## config.mk

```make
export PLATFORM = sky130hd
export DESIGN_NAME = mpa_stage
export DESIGN_NICKNAME = d
export VERILOG_FILES = /design/src/design/mpa_pkg.sv /design/src/design/mpa_stage.sv
export SDC_FILE = /design/constraint.sdc
export NUM_CORES = 1
export LEC_CHECK = 0
export ABC_AREA = 1
export CAP_MARGIN = 10
export CORE_MARGIN = 8
export CORE_UTILIZATION = 45
export DETAILED_ROUTE_END_ITERATION = 16
export DONT_BUFFER_PORTS = 1
export GPL_ROUTABILITY_DRIVEN = 1
export GPL_TIMING_DRIVEN = 0
export HOLD_SLACK_MARGIN = 0.03
export PLACE_DENSITY = 0.7
export SLEW_MARGIN = 0
export SYNTH_ARGS = -nofsm -noshare
export SYNTH_HDL_FRONTEND = slang
export SYNTH_SLANG_ARGS = --single-unit
```

## constraint.sdc

```tcl
create_clock -name clock -period 5.4 [get_ports clock]
set_clock_uncertainty 0.05 [all_clocks]
set_input_delay 0.54 -clock clock [delete_from_list [all_inputs] [get_ports clock]]
set_output_delay 0.54 -clock clock [all_outputs]
set_load 0.02 [all_outputs]
```

## src/design/mpa_pkg.sv

```systemverilog
// types, constants and reduction functions for the mod 239 arithmetic unit
`timescale 1ns / 1ps
package mpa_pkg;

   localparam int ResWidth       = 8;
   localparam int ExpWidth       = 16;
   localparam int ExpBitsDefault = 16;
   localparam int InvBits        = 8;

   localparam logic [7:0]          Mod8        = 8'd239;
   localparam logic [8:0]          Mod9        = 9'd239;
   localparam logic [9:0]          TwoMod10    = 10'd478;
   localparam logic [ExpWidth-1:0] InvExponent = 16'd237;

   localparam logic [2:0] OpAdd = 3'd0;
   localparam logic [2:0] OpSub = 3'd1;
   localparam logic [2:0] OpMul = 3'd2;
   localparam logic [2:0] OpQuo = 3'd3;
   localparam logic [2:0] OpInv = 3'd4;
   localparam logic [2:0] OpPow = 3'd5;

   typedef struct packed {
      logic [2:0]          op;
      logic                lt;
      logic                eq;
      logic                err;
      logic [7:0]          fixed;
      logic [7:0]          acc;
      logic [7:0]          sq;
      logic [ExpWidth-1:0] e;
      logic [7:0]          divisor;
      logic [7:0]          rem;
      logic [7:0]          quo;
   } stage_type;

   // 8-bit value into 0..238
   function automatic logic [7:0] red_byte(input logic [7:0] v);
      logic [7:0] r;
      r = (v >= Mod8) ? (v - Mod8) : v;
      return r;
   endfunction

   // 16-bit product into 0..238, using 256 = 17 mod 239
   function automatic logic [7:0] red_prod(input logic [15:0] x);
      logic [12:0] t1;
      logic [9:0]  t2;
      logic [7:0]  r;
      t1 = {5'b0, x[15:8]} + {1'b0, x[15:8], 4'b0} + {5'b0, x[7:0]};
      t2 = {5'b0, t1[12:8]} + {1'b0, t1[12:8], 4'b0} + {2'b0, t1[7:0]};
      if (t2 >= TwoMod10) begin
         r = 8'(t2 - TwoMod10);
      end else if (t2 >= {1'b0, Mod9}) begin
         r = 8'(t2 - {1'b0, Mod9});
      end else begin
         r = t2[7:0];
      end
      return r;
   endfunction

endpackage

```

## src/design/mpa_stage.sv

```systemverilog
// one exponent bit: multiply stage then reduce stage, with one quotient bit step for bits 0 to 7
`timescale 1ns / 1ps
module mpa_stage import mpa_pkg::*; #(
   parameter int BIT_IDX = 0
) (
   input  logic      clock,
   input  logic      reset,
   input  logic      advance,
   input  logic      in_valid,
   input  stage_type in_item,
   output logic      out_valid,
   output stage_type out_item
);

   localparam bit DivStep = (BIT_IDX < ResWidth);

   stage_type   mid_ff, mid_in;
   logic        mid_vld_ff;
   logic [15:0] pacc_ff, pacc_in;
   logic [15:0] psq_ff, psq_in;
   stage_type   out_ff, out_in;
   logic        out_vld_ff;
   logic [8:0]  rem_sh;
   logic        qbit;

   always_comb begin
      mid_in  = in_item;
      psq_in  = {8'b0, in_item.sq} * {8'b0, in_item.sq};
      pacc_in = in_item.e[BIT_IDX] ? ({8'b0, in_item.acc} * {8'b0, in_item.sq})
                                   : {8'b0, in_item.acc};
      rem_sh  = {in_item.rem, in_item.quo[7]};
      qbit    = (rem_sh >= {1'b0, in_item.divisor});
      if (DivStep) begin
         mid_in.quo = {in_item.quo[6:0], qbit};
         mid_in.rem = qbit ? 8'(rem_sh - {1'b0, in_item.divisor}) : rem_sh[7:0];
      end
   end

   always_comb begin
      out_in     = mid_ff;
      out_in.acc = red_prod(pacc_ff);
      out_in.sq  = red_prod(psq_ff);
   end

   always_ff @(posedge clock) begin
      if (reset) begin
         mid_vld_ff <= 1'b0;
         out_vld_ff <= 1'b0;
      end else if (advance) begin
         mid_vld_ff <= in_valid;
         out_vld_ff <= mid_vld_ff;
      end
   end

   always_ff @(posedge clock) begin
      if (advance) begin
         mid_ff  <= mid_in;
         pacc_ff <= pacc_in;
         psq_ff  <= psq_in;
         out_ff  <= out_in;
      end
   end

   assign out_valid = out_vld_ff;
   assign out_item  = out_ff;

endmodule

```

==> reports/metrics.csv, run 1 <==
stage,metric,value,unit
synthesis,synth-edff-count,155,
sta,finalHoldViolCount,0,
sta,tns,0,ns
worst_hold_path,hp-class,input port to flip-flop,
floorplanning,std_cell_rows,59,
clock_network,cts_buffers,17,
synthesis,synthTopCellsByArea,"edfxtp_1 (39%), ha_1 (14%), fa_1 (13%)",
synthesis,synth_top_area_cell,edfxtp_1,
grt,grt-ovfl-total,0,
sta,min_period_over_period,92.4,%
floorplanning,die_width,179,µm
grt,grt_max_degree,159,
clock_network,htreeDepth,4,
sta,max_freq,200,MHz
layout,syn_to_final_growth,8.57,%
layout,fillers,2309,
critical_path,endpoint_kind,flip-flop,
placement,dp_hpwl,18800,µm
layout,nNetsFinal,1534,
layout,drive_gt1_share,5.45,%
detailed_routing,viasPerCell,4.99,
critical_path,path_common_cell,nand2_1,
clock_network,cts_hold_buf,0,
floorplanning,io_pins,145,
clock_network,cts_sinks,157,
grt,grt_pass1_wl,38400,µm
clock_network,cts_setup_buffers,0,
synthesis,yosys.area.top_type_share,39.0,%
synthesis,synth_nets,1515,
synthesis,yosysWarnings,0,
grt,grt_usage,15.0,%
sta,maxSlewViolCount,0,
floorplanning,design.core.area,26100,µm²
clock_network,insertion_delay,0.42,ns
placement,place.gp.congestion,0.899,
floorplanning,dieArea,32000,µm²
sta,tightest_slew,0.533,ns
synthesis,syn_avg_cell_area,9.67,µm²
floorplanning,die_h,179,µm
clock_network,clk_pin_slew,0.07,ns
sta,fin_crit,4.99,ns
placement,io_buffers,0,
sta,slew_headroom,64.4,%
detailed_routing,drtIter0Drc,441,
synthesis,mappedNetlistArea,11900,µm²
clock_network,cts_tree,yes,
synthesis,synth_cell_type_count,47,
critical_path,cp_data_arrival_time,5.12,ns
grt,antenna_found_initial,2,
detailed_routing,firstDrtPassIters,5,
synthesis,synth-seq-area-share,39.4,%
clock_network,cts_buffer_depth,2,
critical_path,start_kind,flip-flop,
synthesis,synth_flop_cell,edfxtp_1,
outcome,status,"finished, final reports clean",
sta,setup_viol,0,
detailed_routing,vias,7988,
floorplanning,start_util,45.8,%
clock_network,ctsResizeCount,0,
detailed_routing,antenna_left,0,
detailed_routing,wl_per_cell,14.6,µm
synthesis,synth_seq_cells,157,
synthesis,synthCells,1233,
flow_run,drv_cap,0,
critical_path,crit_fanout,5,
critical_path,path_class,flip-flop to flip-flop,
detailed_routing,drc,0,
detailed_routing,wl,23300,µm
grt,grt_pass1_vias,7935,
synthesis,synthArstFlopShare,0,%
critical_path,worst_path_max_delay_cell,fa_1,
clock_network,cts-root-buf,clkbuf_16,
critical_path,critical_path_required,5.53,ns
sta,rsz0062_at_grt,no,
critical_path,slowest_delay,0.50,ns
[cells in the final DEF (no fill, tap or decap), types with 2 or more instances in the layout]
master	count
nand2_1	288
inv_1	230
edfxtp_1	155
ha_1	133
fa_1	75
a21oi_1	63
nand3_1	51
xor2_1	41
nor2_1	38
o21ai_0	30
clkbuf_1	24
xnor2_1	17
clkbuf_16	17
nand2_2	10
nand4_1	9
inv_2	8
o21bai_1	6
nor3_1	6
inv_6	6
a31oi_1	5
nand3b_1	4
o21ai_1	4
o211ai_1	3
nand2_4	3
inv_8	3
diode_2	2
a21boi_0	2
o2111ai_1	2
a21o_1	2
or2_2	2
clkinvlp_4	2
bufinv_16	2
clkinv_4	2
dfxtp_1	2
[cell usage after synthesis (all sizes together), types with 4 or more instances]
library cell	instances
nand2	302
nand3b	4
o21bai	6
nand3	52
fa	75
inv	239
xor2	43
a21oi	64
nor2	40
clkbuf	24
xnor2	18
nand4	10
edfxtp	155
a31oi	5
ha	133
nor3	6
o21ai	35
[per-layer routing]
layer  global-route usage [%]  vias to the layer above  share of wire [%]
li1                         -                     4030                  -
met1                     18.6                     3728                 45
met2                     25.5                      209                 47
met3                     3.33                       21                6.2
met4                     4.96                        0                1.6
met5                        0                        -                  0
[final timing paths]
kind                                 start           end  slack (ns)  cells past startpoint
worst max-delay path             psq_ff[8]  out_item[47]        0.41                     27
worst min-delay path                 reset     out_valid        0.13                      1
worst max register to register   psq_ff[8]  out_item[47]        0.41                     27
worst min register to register  mid_ff[38]  out_item[38]        0.37                      0
[layout make-up]
type	instances	area (µm²)	share of cell area, %
Multi-Input combinational cell	810	6210	48.0
Sequential cell	157	4690	36.3
Inverter	239	905	6.99
Clock buffer	17	425	3.29
Tap cell	335	419	3.24
Clock inverter	15	173	1.33
Buffer	27	113	0.870
Antenna cell	2	5.00	0.0387
[critical path: cells and delay by family (launching register included)]
family                     cells  cell delay, ns
xor gates and xnor gates       1            0.17
DFF                            1            0.37
adders and majority gates      6            2.10
and+or+nand+nor               10            0.73
AOI/OAI and AO/OA              4            0.87
buffers and inverters          6            0.48
[state kept, by name, summed over array words and instances (netlist names)]
name and count:
out_item 70, mid_ff 54, pacc_ff 16, psq_ff 15, mid_vld_ff 1, out_valid 1
[metrics by stage]
stage	cell area, µm²	hold slack (ns)	util (%)	setup WS [ns]	std cells
finish	12900	0.129	49.7	0.412	1602
global route	12900	0.100	49.7	0.0957	1602
CTS	12900	0.108	49.7	0.426	1600
detailed placement	12300	0.355	47.4	0.218	1568
global placement	12300	0.350	47.4	0.211	1568
floorplan	11900	0.350	-	0.769	1233
[kinds of logic after synthesis]
| kind of cell | after synthesis | share of synthesized area [%] |
|---|---|---|
| fa+ha+maj | 208 | 26.5 |
| xor+xnor | 61 | 4.76 |
| compound gates | 121 | 5.58 |
| buf+inv | 266 | 8.53 |
| flops | 157 | 39.4 |
| mux | 1 | 0.0944 |
| simple gates | 419 | 15.1 |
Power of run 1 is left out: the tool's default activity adds up to more than one toggle a clock period on the data nets, which glitch-free logic cannot reach.
==> run 2, diff against run 1 <==
--- a/config.mk
+++ b/config.mk
@@ -9,12 +9,13 @@
 export CAP_MARGIN = 10
 export CORE_MARGIN = 8
 export CORE_UTILIZATION = 45
+export CTS_CLUSTER_SIZE = 8
 export DETAILED_ROUTE_END_ITERATION = 16
 export DONT_BUFFER_PORTS = 1
 export GPL_ROUTABILITY_DRIVEN = 1
 export GPL_TIMING_DRIVEN = 0
 export HOLD_SLACK_MARGIN = 0.03
-export PLACE_DENSITY = 0.7
+export PLACE_DENSITY = 0.61
 export SLEW_MARGIN = 0
 export SYNTH_ARGS = -nofsm -noshare
 export SYNTH_HDL_FRONTEND = slang
==> constraint.sdc (replaced) <==
create_clock -name clock -period 6.3 [get_ports clock]
set_clock_uncertainty 0.05 [all_clocks]
set_input_delay 0.63 -clock clock [delete_from_list [all_inputs] [get_ports clock]]
set_output_delay 0.63 -clock clock [all_outputs]
set_load 0.02 [all_outputs]
==> run 2 against run 1 <==
Via count decreased by 0.88%. Sequential cell count unchanged. Clock-buffer cell count unchanged. Die area stayed put. Setup slack better by 0.89 ns. Critical path depth unchanged. Final area about the same. Non-clock buffer count is the same. Final cell count is 0.19% lower. Critical path type unchanged. Critical endpoint unchanged.
==> reports/metrics.csv, run 2 (synthesis gave the netlist of run 1 again) <==
stage,metric,value,unit
placement,dp_hpwl,19000,µm
detailed_routing,drtIter0Drc,404,
critical_path,critical_path_required,6.43,ns
detailed_routing,wl,23600,µm
placement,placed_cell_area,12300,µm²
clock_network,cts_tree,yes,
outcome,status,"finished, final reports clean",
critical_path,crit_fanout,5,
sta,tightest_slew,0.546,ns
floorplanning,dieArea,32000,µm²
floorplanning,io_pins,145,
layout,fillers,2371,
layout,nNetsFinal,1534,
sta,finalHoldViolCount,0,
clock_network,cts_setup_buffers,0,
layout,layout_commonest_cell,nand2_1,
clock_network,cts_buffer_depth,2,
placement,place.gp.congestion,0.871,
clock_network,clk_pin_slew,0.07,ns
sta,holdWs,0.227,ns
clock_network,cts_sinks,157,
placement,io_buffers,0,
grt,grt_max_degree,159,
grt,grt-ovfl-total,0,
clock_network,ctsResizeCount,0,
layout,largest_register_ffs,70,
flow_run,drv_cap,0,
layout,diodes,0,
critical_path,endpoint_kind,flip-flop,
placement,dp_cells,1568,
layout,layout.cells.non_filler,1599,
layout,syn_to_final_growth,8.59,%
clock_network,insertion_delay,0.42,ns
sta,setup_viol,0,
sta,max_freq,200,MHz
sta,min_period_over_period,79.3,%
grt,grt_pass1_wl,38700,µm
floorplanning,std_cell_rows,59,
floorplanning,die_width,179,µm
layout,design_area,12900,µm²
detailed_routing,drc,0,
layout,layout_common_cells,"nand2_1 (288), inv_1 (230), edfxtp_1 (155)",
grt,grt_pass1_vias,7827,
sta,maxSlewViolCount,0,
sta,slew_headroom,63.6,%
floorplanning,start_util,45.8,%
floorplanning,design.core.area,26100,µm²
clock_network,htreeDepth,4,
floorplanning,die_h,179,µm
detailed_routing,wl_per_cell,14.7,µm
clock_network,cts_buffers,17,
clock_network,cts-root-buf,clkbuf_16,
detailed_routing,viasPerCell,4.95,
detailed_routing,vias,7918,
sta,tns,0,ns
layout,drive_gt1_share,5.30,%
critical_path,cp_data_arrival_time,5.13,ns
grt,grt_usage,15.2,%
grt,antenna_found_initial,2,
detailed_routing,firstDrtPassIters,5,
critical_path,start_kind,flip-flop,
detailed_routing,antenna_left,0,
clock_network,cts_hold_buf,0,
worst_hold_path,hp-class,input port to flip-flop,
critical_path,path_class,flip-flop to flip-flop,
sta,rsz0062_at_grt,no,
sta,fin_crit,5.00,ns
==> run 2: changes by cell type in the layout (fill, tap and decap cells not counted) <==
| cell | previous run | this run |
|---|---|---|
| clkinv_1 | 0 | 1 |
| bufinv_16 | 2 | 3 |
| diode_2 | 2 | 0 |
| inv_6 | 6 | 5 |
| clkinv_4 | 2 | 0 |
==> run 2: per-layer routing <==
layer	global-route usage (%)	part of all wire, %	vias up
li1	-	-	4017
met1	19.1	46	3694
met2	25.8	46	183
met3	3.83	6.6	20
met4	3.75	0.97	4
met5	0	0.11	-
==> run 2: through the flow <==
stage | worst slack [ns] | utilization (%)
after floorplan | 1.58 | -
after global placement | 0.999 | 47.4
after detailed placement | 0.993 | 47.4
after CTS | 1.28 | 49.7
after global routing | 0.844 | 49.7
final | 1.30 | 49.7
==> run 2: layout make-up <==
type                       count  area (µm²)  share of cell area [%]
multi-input combinational    810        6210                    48.0
buffer                        27         113                   0.870
clock inverter                14         180                    1.39
tap                          335         419                    3.24
sequential                   157        4690                    36.3
clock buffer                  17         425                    3.29
inverter                     239         905                    6.99
==> run 2: worst paths after layout <==
path	from	to	slack, ns	cells after the start
worst min register to register	mid_ff[18]	out_item[18]	0.36	0
worst max-delay path	psq_ff[8]	out_item[47]	1.30	27
worst max register to register	psq_ff[8]	out_item[47]	1.30	27
worst min-delay path	reset	out_valid	0.23	1
==> run 2: critical path, stage by stage, from the launching register on <==
cell and delay, ns:
edfxtp_1 0.39, inv_1 0.07, fa_1 0.50, inv_1 0.04
ha_1 0.36, inv_1 0.09, o21bai_1 0.19, nand3_1 0.10
nand2_1 0.07, a21oi_1 0.06, o21ai_0 0.28, xor2_1 0.17
inv_1 0.08, ha_1 0.30, ha_1 0.21, inv_1 0.09
fa_1 0.49, inv_1 0.11, ha_1 0.21, nand2_1 0.10
o21ai_0 0.33, nand3_1 0.13, nand2_1 0.08, nand2_1 0.04
nand2_1 0.06, nand2_1 0.05, nand2_1 0.05, nand2_1 0.05
Power of run 2 is left out for the same reason.
==> run 3, diff against run 2 <==
--- a/config.mk
+++ b/config.mk
@@ -15,7 +15,7 @@
 export GPL_ROUTABILITY_DRIVEN = 1
 export GPL_TIMING_DRIVEN = 0
 export HOLD_SLACK_MARGIN = 0.03
-export PLACE_DENSITY = 0.61
+export PLACE_DENSITY = 0.63
 export SLEW_MARGIN = 0
 export SYNTH_ARGS = -nofsm -noshare
 export SYNTH_HDL_FRONTEND = slang
==> constraint.sdc (replaced) <==
create_clock -name clock -period 4 [get_ports clock]
set_clock_uncertainty 0.05 [all_clocks]
set_input_delay 0.4 -clock clock [delete_from_list [all_inputs] [get_ports clock]]
set_output_delay 0.4 -clock clock [all_outputs]
set_load 0.02 [all_outputs]
==> run 3 against run 2 <==
Final area rose by 15%. Maximum frequency increased by 13%. Sequential share of layout area is 4.8 points lower. Utilization rose by 7.6 points. Critical path type unchanged. Register-to-register slack worse by 1.7 ns. Via count grew 9.0%. The flow now finishes with violations (negative setup slack).
==> reports/metrics.csv, run 3 (synthesis gave the netlist of run 1 again) <==
stage,metric,value,unit
clock_network,cts-root-buf,clkbuf_16,
clock_network,cts_buffers,17,
flow_run,drv_cap,0,
layout,layout_commonest_cell,nand2_1,
clock_network,cts_buffer_depth,2,
critical_path,critical_path_required,4.12,ns
sta,max_freq,226,MHz
critical_path,start_kind,flip-flop,
detailed_routing,wl_per_cell,15.8,µm
detailed_routing,antenna_left,0,
grt,antenna_found_initial,3,
critical_path,r2r_slack,-0.42,ns
clock_network,cts_tree,yes,
sta,maxSlewViolCount,0,
clock_network,cts_sinks,157,
grt,grt-ovfl-total,0,
critical_path,crit_fanout,6,
sta,tightest_slew,0.630,ns
worst_hold_path,hold_depth,0,
detailed_routing,drc,0,
grt,grt_usage,16.8,%
layout,drive_gt1_share,21.8,%
layout,fillers,2124,
detailed_routing,wl,27000,µm
layout,layout.cells.non_filler,1714,
floorplanning,die_h,179,µm
clock_network,insertion_delay,0.43,ns
sta,slew_headroom,57.5,%
sta,fin_crit,4.42,ns
critical_path,slowest_delay,0.52,ns
critical_path,endpoint_kind,flip-flop,
floorplanning,die_width,179,µm
grt,grt_pass1_vias,8731,
critical_path,worst_path_max_delay_cell,fa_1,
grt,grt_pass1_wl,42800,µm
critical_path,path_class,flip-flop to flip-flop,
floorplanning,io_pins,145,
sta,min_period_over_period,110,%
floorplanning,std_cell_rows,59,
layout,layout_common_cells,"nand2_1 (246), inv_1 (211), edfxtp_1 (155)",
detailed_routing,vias,8632,
detailed_routing,viasPerCell,5.04,
worst_hold_path,hold_end,psq_ff[5],
critical_path,rr_worst_depth,25,
layout,syn_to_final_growth,25.2,%
grt,grt_max_degree,159,
clock_network,htreeDepth,4,
worst_hold_path,hold_start,advance,
placement,dp_cells,1568,
placement,place.gp.congestion,0.870,
floorplanning,start_util,45.8,%
sta,finalHoldViolCount,0,
layout,largest_register_ffs,70,
floorplanning,design.core.area,26100,µm²
placement,dp_hpwl,19200,µm
clock_network,clk_pin_slew,0.08,ns
critical_path,rr_endpoint,out_item[42],
critical_path,cp_data_arrival_time,4.54,ns
layout,nNetsFinal,1648,
critical_path,r2r-start,psq_ff[8],
placement,dp_slack,-0.657,ns
floorplanning,dieArea,32000,µm²
worst_hold_path,hp-class,input port to flip-flop,
sta,setup_viol,16,
placement,io_buffers,0,
outcome,failed_checks,negative setup slack,
sta,worst_slack,-0.420,ns
detailed_routing,drtIter0Drc,482,
outcome,status,"complete, but fails checks",
sta,rsz0062_at_grt,yes,
detailed_routing,firstDrtPassIters,5,
[run 3: cell count changes in the layout (fill, tap and decap cells not counted), moves of 13 or more]
cell,change
inv_1,-19
o21ai_0,-13
nand2_2,+30
inv_2,+13
a21oi_1,-13
nand2_1,-42
ha_4,+28
clkbuf_1,-20
nand2_4,+13
dlygate4sd3_1,+49
buf_4,+56
ha_1,-29
[run 3: cell type report]
cell class	instances	area (µm²)	area share [%]
Tap cell	335	419	2.81
Antenna cell	1	2.50	0.0168
Buffer	27	215	1.44
Inverter	239	925	6.19
Clock buffer	17	425	2.85
Multi-Input combinational cell	814	7120	47.7
Sequential cell	157	4690	31.4
Timing Repair Buffer	110	976	6.53
Clock inverter	14	159	1.06
[run 3: worst max path at each step]
stage,start,to,cells past startpoint
finish,psq_ff[8],out_item[42],25
global route,psq_ff[8],out_item[43],27
CTS,psq_ff[12],out_item[45],27
detailed placement,psq_ff[8],out_item[41],26
global placement,psq_ff[8],out_item[41],26
floorplan,pacc_ff[14],out_item[51],26
[run 3: repair_timing]
action | CTS | global route
hold buffers | 47 | 2
setup buffers | 50 | 10
endpoints found under the setup margin | 16 | 28
endpoints found under the hold margin | 48 | 4
pin swaps | 71 | 53
gates cloned | 5 | 0
resized for setup | 67 | 91
[run 3: critical path: cells and delay by family, from the launching register on]
family          cells  cell delay (ns)
compound gates      3             0.37
xor+xnor            2             0.43
fa+ha+maj           5             1.53
buf+inv             6             0.45
flops               1             0.39
simple gates        9             0.95
[run 3: metrics by stage]
step / utilization (%) / TNS, ns / area [µm²] / hold WS, ns
floorplan: - / -2.94 / 12300 / 0.350
finish: 57.3 / -6.15 / 14900 / 0.0521
detailed placement: 48.7 / -14.43 / 12700 / 0.355
global placement: 48.7 / -12.20 / 12700 / 0.351
CTS: 55.7 / -5.14 / 14500 / 0.0329
global route: 57.3 / -9.96 / 14900 / 0.0300
[run 3: metal layers]
metal	track usage (%)	wire (µm)	part of all wire [%]	vias to the layer above
li1	-	-	-	4264
met1	21.2	11900	44	4080
met2	28.4	12900	48	238
met3	2.91	1480	5.5	46
met4	6.34	656	2.4	4
met5	0	22	0.081	-
Power of run 3 is left out for the same reason.
